===== src/design/tamf_pkg.sv =====
package tamf_pkg;

   localparam int RAW_W                    = 16;
   localparam int SAMPLE_W                 = 12;
   localparam int SAMPLE_LSB               = RAW_W - SAMPLE_W;
   localparam int DEFAULT_SAMPLES_PER_AXIS = 12;

   typedef enum logic [0:0] {
      ST_COLLECT,
      ST_MEDIAN
   } state_type;

   // commands from the controller to the datapath
   typedef struct packed {
      logic insert;   // insert the accepted sample into the sorted store
      logic load_x;   // capture the window median as the held X value
      logic load_y;   // capture held X and the window median into the result word
   } cmd_type;

endpackage


===== src/design/tamf_req_if.sv =====
interface tamf_req_if;
   import tamf_pkg::*;

   logic             valid;
   logic             ready;
   logic [RAW_W-1:0] raw_word;

   modport source (output valid, output raw_word, input ready);
   modport sink   (input valid, input raw_word, output ready);
endinterface


===== src/design/tamf_rsp_if.sv =====
interface tamf_rsp_if;
   import tamf_pkg::*;

   logic                valid;
   logic                ready;
   logic [SAMPLE_W-1:0] x_value;
   logic [SAMPLE_W-1:0] y_value;

   modport source (output valid, output x_value, output y_value, input ready);
   modport sink   (input valid, input x_value, input y_value, output ready);
endinterface


===== src/design/tamf_ctrl.sv =====
module tamf_ctrl #(
   parameter int SAMPLES_PER_AXIS = tamf_pkg::DEFAULT_SAMPLES_PER_AXIS,
   parameter int IDX_W            = $clog2(SAMPLES_PER_AXIS)
) (
   input  logic             clock,
   input  logic             reset,
   input  logic             req_valid,
   output logic             req_ready,
   output logic             rsp_valid,
   input  logic             rsp_ready,
   output tamf_pkg::cmd_type cmd,
   output logic [IDX_W-1:0] fill_idx
);
   import tamf_pkg::*;

   localparam logic [IDX_W-1:0] LAST_IDX = IDX_W'(SAMPLES_PER_AXIS - 1);

   state_type        state_ff, state_in;
   logic [IDX_W-1:0] fill_ff, fill_in;
   logic             axis_y_ff, axis_y_in;
   logic             rsp_valid_ff, rsp_valid_in;
   logic             accept;
   logic             out_free;

   assign accept    = (state_ff == ST_COLLECT) && req_valid;
   assign out_free  = !rsp_valid_ff || rsp_ready;
   assign fill_idx  = fill_ff;
   assign rsp_valid = rsp_valid_ff;

   // next state
   always_comb begin
      state_in = state_ff;
      case (state_ff)
         ST_COLLECT: begin
            if (accept && (fill_ff == LAST_IDX)) begin
               state_in = ST_MEDIAN;
            end
         end
         ST_MEDIAN: begin
            if (!axis_y_ff || out_free) begin
               state_in = ST_COLLECT;
            end
         end
         default: state_in = ST_COLLECT;
      endcase
   end

   // outputs and counters
   always_comb begin
      req_ready    = 1'b0;
      cmd          = '0;
      fill_in      = fill_ff;
      axis_y_in    = axis_y_ff;
      rsp_valid_in = rsp_valid_ff && !rsp_ready;
      case (state_ff)
         ST_COLLECT: begin
            req_ready  = 1'b1;
            cmd.insert = accept;
            if (accept) begin
               fill_in = (fill_ff == LAST_IDX) ? '0 : fill_ff + 1'b1;
            end
         end
         ST_MEDIAN: begin
            if (!axis_y_ff) begin
               cmd.load_x = 1'b1;
               axis_y_in  = 1'b1;
            end else if (out_free) begin
               cmd.load_y   = 1'b1;
               axis_y_in    = 1'b0;
               rsp_valid_in = 1'b1;
            end
         end
         default: ;
      endcase
   end

   always_ff @(posedge clock) begin
      if (reset) begin
         state_ff     <= ST_COLLECT;
         fill_ff      <= '0;
         axis_y_ff    <= 1'b0;
         rsp_valid_ff <= 1'b0;
      end else begin
         state_ff     <= state_in;
         fill_ff      <= fill_in;
         axis_y_ff    <= axis_y_in;
         rsp_valid_ff <= rsp_valid_in;
      end
   end

endmodule


===== src/design/tamf_datapath.sv =====
module tamf_datapath #(
   parameter int SAMPLES_PER_AXIS = tamf_pkg::DEFAULT_SAMPLES_PER_AXIS,
   parameter int IDX_W            = $clog2(SAMPLES_PER_AXIS)
) (
   input  logic                          clock,
   input  logic                          reset,
   input  tamf_pkg::cmd_type             cmd,
   input  logic [IDX_W-1:0]              fill_idx,
   input  logic [tamf_pkg::RAW_W-1:0]    raw_word,
   output logic [tamf_pkg::SAMPLE_W-1:0] x_value,
   output logic [tamf_pkg::SAMPLE_W-1:0] y_value
);
   import tamf_pkg::*;

   localparam int MID    = SAMPLES_PER_AXIS / 2;
   localparam int LO_POS = (MID > SAMPLES_PER_AXIS - 1) ? SAMPLES_PER_AXIS - 1 : MID;
   localparam int HI_POS = (MID + 1 > SAMPLES_PER_AXIS - 1) ? SAMPLES_PER_AXIS - 1 : MID + 1;

   logic [SAMPLE_W-1:0] store_ff [SAMPLES_PER_AXIS];
   logic [SAMPLE_W-1:0] store_in [SAMPLES_PER_AXIS];
   logic [SAMPLE_W-1:0] key;
   logic [SAMPLE_W:0]   pair_sum;
   logic [SAMPLE_W-1:0] median;
   logic [SAMPLE_W-1:0] held_x_ff;
   logic [SAMPLE_W-1:0] x_out_ff;
   logic [SAMPLE_W-1:0] y_out_ff;

   assign key = raw_word[RAW_W-1:SAMPLE_LSB];

   // each cell keeps, shifts up from its lower neighbor, or takes the key
   for (genvar g = 0; g < SAMPLES_PER_AXIS; g++) begin : g_cell
      logic prev_le;
      logic [SAMPLE_W-1:0] from_below;
      if (g == 0) begin : g_first
         assign prev_le    = 1'b1;
         assign from_below = key;
      end else begin : g_rest
         assign prev_le    = (store_ff[g-1] <= key);
         assign from_below = store_ff[g-1];
      end
      always_comb begin
         if (IDX_W'(g) < fill_idx) begin
            store_in[g] = (store_ff[g] > key) ? (prev_le ? key : from_below) : store_ff[g];
         end else if (IDX_W'(g) == fill_idx) begin
            store_in[g] = prev_le ? key : from_below;
         end else begin
            store_in[g] = store_ff[g];
         end
      end
   end

   assign pair_sum = {1'b0, store_ff[LO_POS]} + {1'b0, store_ff[HI_POS]};
   assign median   = pair_sum[SAMPLE_W:1];

   always_ff @(posedge clock) begin
      if (cmd.insert) begin
         for (int i = 0; i < SAMPLES_PER_AXIS; i++) begin
            store_ff[i] <= store_in[i];
         end
      end
   end

   always_ff @(posedge clock) begin
      if (reset) begin
         held_x_ff <= '0;
      end else if (cmd.load_x) begin
         held_x_ff <= median;
      end
   end

   always_ff @(posedge clock) begin
      if (cmd.load_y) begin
         x_out_ff <= held_x_ff;
         y_out_ff <= median;
      end
   end

   assign x_value = x_out_ff;
   assign y_value = y_out_ff;

endmodule


===== src/design/touch_adc_median_filter.sv =====
// Median filter for touch converter samples.
//
// req_chan carries raw 16-bit converter words; bits 15..4 form the sample.
// Words are taken in windows of SAMPLES_PER_AXIS: first an X window, then
// a Y window. Each word is inserted into a sorted row of cells in the cycle
// it is accepted, so within a window one word is taken every cycle.
// After the last word of a window the block, in its median state with ready
// low, averages sorted cells SAMPLES_PER_AXIS/2 and the one above it,
// rounding down. After an X window the value is held; after a Y window
// held X and the new median are registered as one word with both
// coordinates on rsp_chan.
// The result word sits in an output register; the next windows are
// collected while it waits. Only if a new Y result is ready while the old
// one is still not taken does the median cycle stretch until rsp_chan frees.
// Reset (synchronous) returns to an empty X window with held X cleared and
// no result pending.
module touch_adc_median_filter #(
   parameter int SAMPLES_PER_AXIS = tamf_pkg::DEFAULT_SAMPLES_PER_AXIS
) (
   input logic       clock,
   input logic       reset,
   tamf_req_if.sink  req_chan,
   tamf_rsp_if.source rsp_chan
);
   import tamf_pkg::*;

   localparam int IDX_W = $clog2(SAMPLES_PER_AXIS);

   cmd_type          cmd;
   logic [IDX_W-1:0] fill_idx;

   // controller: window count, axis, handshakes
   tamf_ctrl #(
      .SAMPLES_PER_AXIS (SAMPLES_PER_AXIS),
      .IDX_W            (IDX_W)
   ) u_ctrl (
      .clock     (clock),
      .reset     (reset),
      .req_valid (req_chan.valid),
      .req_ready (req_chan.ready),
      .rsp_valid (rsp_chan.valid),
      .rsp_ready (rsp_chan.ready),
      .cmd       (cmd),
      .fill_idx  (fill_idx)
   );

   // datapath: sorted cells, median adder, held X and result word
   tamf_datapath #(
      .SAMPLES_PER_AXIS (SAMPLES_PER_AXIS),
      .IDX_W            (IDX_W)
   ) u_dp (
      .clock    (clock),
      .reset    (reset),
      .cmd      (cmd),
      .fill_idx (fill_idx),
      .raw_word (req_chan.raw_word),
      .x_value  (rsp_chan.x_value),
      .y_value  (rsp_chan.y_value)
   );

endmodule


===== src/flat_wrapper.sv =====
// flat-port wrapper written by rule: the top's interface ports become plain ports
module touch_adc_median_filter_flat import tamf_pkg::*;
#(
   parameter int SAMPLES_PER_AXIS = tamf_pkg::DEFAULT_SAMPLES_PER_AXIS
)
  (clock, reset, req_chan_valid, req_chan_raw_word, req_chan_ready, rsp_chan_valid, rsp_chan_x_value, rsp_chan_y_value, rsp_chan_ready);
  tamf_req_if req_chan_i ();
  tamf_rsp_if rsp_chan_i ();
  input logic clock;
  input logic reset;
  input wire logic [$bits(req_chan_i.valid)-1:0] req_chan_valid;
  input wire logic [$bits(req_chan_i.raw_word)-1:0] req_chan_raw_word;
  output wire logic [$bits(req_chan_i.ready)-1:0] req_chan_ready;
  output wire logic [$bits(rsp_chan_i.valid)-1:0] rsp_chan_valid;
  output wire logic [$bits(rsp_chan_i.x_value)-1:0] rsp_chan_x_value;
  output wire logic [$bits(rsp_chan_i.y_value)-1:0] rsp_chan_y_value;
  input wire logic [$bits(rsp_chan_i.ready)-1:0] rsp_chan_ready;
  assign req_chan_i.valid = req_chan_valid;
  assign req_chan_i.raw_word = req_chan_raw_word;
  assign req_chan_ready = req_chan_i.ready;
  assign rsp_chan_valid = rsp_chan_i.valid;
  assign rsp_chan_x_value = rsp_chan_i.x_value;
  assign rsp_chan_y_value = rsp_chan_i.y_value;
  assign rsp_chan_i.ready = rsp_chan_ready;
  touch_adc_median_filter #(.SAMPLES_PER_AXIS(SAMPLES_PER_AXIS)) u_core (.clock(clock), .reset(reset), .req_chan(req_chan_i), .rsp_chan(rsp_chan_i));
endmodule

===== config.mk =====
export PLATFORM = sky130hd
export DESIGN_NAME = touch_adc_median_filter_flat
export DESIGN_NICKNAME = d
export VERILOG_FILES = /design/src/design/tamf_pkg.sv /design/src/design/tamf_req_if.sv /design/src/design/tamf_rsp_if.sv /design/src/design/tamf_ctrl.sv /design/src/design/tamf_datapath.sv /design/src/design/touch_adc_median_filter.sv /design/src/flat_wrapper.sv
export SDC_FILE = /design/constraint.sdc
export NUM_CORES = 1
export LEC_CHECK = 0
export CAP_MARGIN = 15
export CELL_PAD_IN_SITES_DETAIL_PLACEMENT = 0
export CELL_PAD_IN_SITES_GLOBAL_PLACEMENT = 1
export CORE_UTILIZATION = 40
export DETAILED_ROUTE_END_ITERATION = 8
export DONT_BUFFER_PORTS = 1
export MAX_ROUTING_LAYER = met4
export PLACE_DENSITY = 0.72
export SYNTH_ARGS = -nofsm -noshare
export SYNTH_HDL_FRONTEND = slang
export SYNTH_SLANG_ARGS = --single-unit
export TNS_END_PERCENT = 1

===== constraint.sdc =====
create_clock -name clock -period 8.4 [get_ports clock]
set_input_delay 0.42 -clock clock [delete_from_list [all_inputs] [get_ports clock]]
set_output_delay 0.42 -clock clock [all_outputs]
set_load 0.005 [all_outputs]

==> results_dict.tcl <==
set metrics [dict create \
    die_height_um 144.5 \
    p_leak_nw 3.524 \
    worstPathRequired_ns 8.44 \
    nets 882 \
    power_frac_clock_pct 46.2 \
    synth_cell_types 58 \
    ctsResizeCount 0 \
    power.switching_mw 0.3977 \
    status "completed" \
    reg2reg_from "u_core.u_dp.store_ff[1][1]" \
    hpwl_um 12930 \
    tns_ns 0 \
    vias 5691 \
    synth_edf_count 120 \
    hold_class "input port to flop" \
    min_period_ns 3.031 \
    grt_max_degree 26 \
    ys.flop_type "edfxtp_1" \
    maxCapViolations 0 \
    tightest_slew_ns 1.104 \
    seq_area_frac_synth_pct 49.08 \
    rsz0062_at_grt "no" \
    cts_tree "done" \
    hp-start "reset" \
    core_area_um2 19650 \
    cp.arrival_ns 3.07 \
    viasPerCell 5.531 \
    p_seq_share_pct 44.2 \
    ys_warn_count 0 \
    reg2reg_setup_slack_ns 5.37 \
    ctsLongestPathBuffers 2 \
    cts-root-buf "clkbuf_16" \
    gr-usage-all-layers_pct 18.12 \
    critPathCaptureType "flop" \
    placement_rows 51 \
    wl_per_cell_um 16.90 \
    period_share_pct 36.09 \
    hold_viol_final 0 \
    htreeDepth 4 \
    setup-violations-final 0 \
    cts_buffers 17 \
    max_slew_margin_pct 26.10 \
    grt_pass1_vias 5748 \
    syn-num-nets 869 \
    comb_power_share_pct 9.7 \
    startpoint_type "flop" \
    p_int_mw 1.366 \
    synth_top_area_share_pct 44.39 \
    antenna_cells 0 \
    path_max_fanout 24 \
    gp_congestion 0.7846 \
    area_growth_pct 12.52 \
    slew_viol_final 0 \
    hold_depth 1 \
    initial_utilization_pct 41.30 \
    cts_hold_buf 0 \
    first_pass_iters 5 \
    fill_cells 1803 \
    grt.overflow.total 0 \
    worst_setup_hold_path_clk_slew_ns 0.06 \
    grt_pass1_wl_um 28060 \
    fmax_mhz 329.9 \
    cts_setup_buffers 0 \
    clock_skew_ns 0.01234 \
    crit_path_start "u_core.u_dp.store_ff[1][1]" \
    synthTopCellsByArea "edfxtp_1 44%, ha_1 17%, nand2_1 4.9%, o21ai_0 4.8%, dfxtp_1 4.7%" \
    path_class "flop to flop" \
    ioPinCount 46 \
    hold_path_end "u_core.u_dp.held_x_ff[9]" \
    route.detailed.drc 0 \
    port_buffers 0 \
    cts_sinks 139 \
    dieArea_um2 20870 \
    die_x_um 144.5 \
    antenna_left 0 \
    rr_worst_depth 7 \
    sw_frac_of_total_pct 22.55 \
    reg2reg_to "u_core.u_dp.store_ff[1][6]" \
    antenna_found_initial 0 \
    avgSynthCellArea_um2 11.00 \
    powerDensity_nw_per_um2 193.1 \
    drive_gt1_share_pct 9.424 \
    syn-cell-area_um2 8118 \
    synth.largest_area_cell "edfxtp_1" \
    drt_iter0_drc 264 \
    yosys_register_bits 139 \
    drt-total-wl_um 17390 \
    whs_ns 0.05817 \
    peakVddDrop_mv 0.1335 \
    clk_latency_ns 0.42 \
    syn-instance-count 738 \
    synthArstFlopShare_pct 0 \
]
==> Yosys cell counts (all sizes together) (3+ instances only) <==
cell type,number
a211oi,3
a21o,22
a21oi,57
a31oi,4
and2,3
buf,8
clkbuf,16
dfxtp,19
edfxtp,120
ha,110
inv,26
mux2,18
mux2i,3
nand2,105
nand2b,5
nand3,7
nand4,23
nor2,25
nor2b,11
nor3,12
nor4b,4
o211ai,11
o21ai,82
o31ai,3
xnor2,6
xor2,4
==> how the worst max path moves through the flow <==
stage / endpoint / slack [ns] / cells after the start
global route: u_core.u_dp.store_ff[1][6] / 5.05 / 7
floorplan: u_core.u_dp.store_ff[2][12] / 5.35 / 8
CTS: u_core.u_dp.store_ff[3][11] / 5.10 / 8
detailed placement: u_core.u_dp.store_ff[3][9] / 4.91 / 10
finish: u_core.u_dp.store_ff[1][6] / 5.37 / 7
global placement: u_core.u_dp.store_ff[1][10] / 4.97 / 8
==> kinds of logic (layout without fill, tap and decap cells) <==
kind of cell	Yosys count	in the layout	synth area share (%)
compound gates	201	201	14.87
simple gates	206	206	11.84
flops	139	139	49.08
buf+inv	50	76	2.651
fa+ha+maj	111	111	17.20
mux	21	21	3.283
xor+xnor	10	10	1.079
==> flip-flops by register name, indices dropped and copies added (netlist names) <==
name / count
u_core.u_ctrl.state_ff: 1
u_core.u_ctrl.fill_idx: 4
u_core.u_ctrl.rsp_valid: 1
u_core.u_dp.store_ff: 96
u_core.u_dp.x_value: 12
u_core.u_dp.y_value: 12
u_core.u_ctrl.axis_y_ff: 1
u_core.u_dp.held_x_ff: 12
==> placed cells by master, fill, tap and decap left out, types with 5 or more instances in the layout <==
cell and instances:
nand4_1 23, nor3_1 12, mux2_2 9, o21ai_0 78, mux2_4 9, dfxtp_1 19, a21o_1 22, nand2_1 105
nor2b_1 11, inv_1 26, nand2b_1 5, o211ai_1 11, nand3_1 7, nor2_1 24, xnor2_1 6, clkbuf_16 21
edfxtp_1 120, ha_1 110, a21oi_1 55, buf_4 17
==> metal layers <==
metal	global-route usage, %	wire length, um	vias up	share of wire, %
li1	-	-	2813	-
met1	19.76	7451	2757	43
met2	32.49	9208	96	53
met3	3.311	425	25	2.4
met4	7.147	300	0	1.7
met5	-	0	-	0
==> stage by stage <==
stage | instance area, um2 | cells | worst slack [ns] | total power, mW | util [%]
3_3_place_gp | 8454 | 995 | 4.971 | 0.9548 | 43.02
4_1_cts | 9111 | 1027 | 5.096 | 1.775 | 46.36
2_1_floorplan | 8118 | 738 | 5.347 | 0.9216 | -
5_1_grt | 9134 | 1029 | 5.047 | 1.826 | 46.47
6_report | 9134 | 1029 | 5.369 | 1.763 | 46.47
3_5_place_dp | 8454 | 995 | 4.909 | 0.9628 | 43.02
==> power groups by stage <==
stage | registers, mW | clock network, mW | logic (mW)
6_report | 0.779 | 0.814 | 0.170
5_1_grt | 0.780 | 0.853 | 0.193
4_1_cts | 0.779 | 0.825 | 0.171
3_5_place_dp | 0.794 | 0 | 0.169
3_3_place_gp | 0.793 | 0 | 0.162
2_1_floorplan | 0.790 | 0 | 0.131
==> final cells by class <==
cell class	instances	area (um2)	share of cell area, %
well taps	265	331.6	3.630
clock inverters	7	96.34	1.055
inverters	26	97.59	1.068
multi-input cells	549	3921	42.93
clock buffers	25	560.5	6.137
flip-flops and latches	139	3984	43.62
repair buffers	18	142.6	1.562
==> worst max-delay path, stage by stage (launching register included) <==
cell and delay [ns]:
edfxtp_1 0.41, ha_1 0.31, nor2b_1 0.14, o211ai_1 0.09, a21oi_1 0.19, o31a_1 0.64
mux2i_1 0.15, nor2_1 0.73
(Power assumes the default switching activity.)
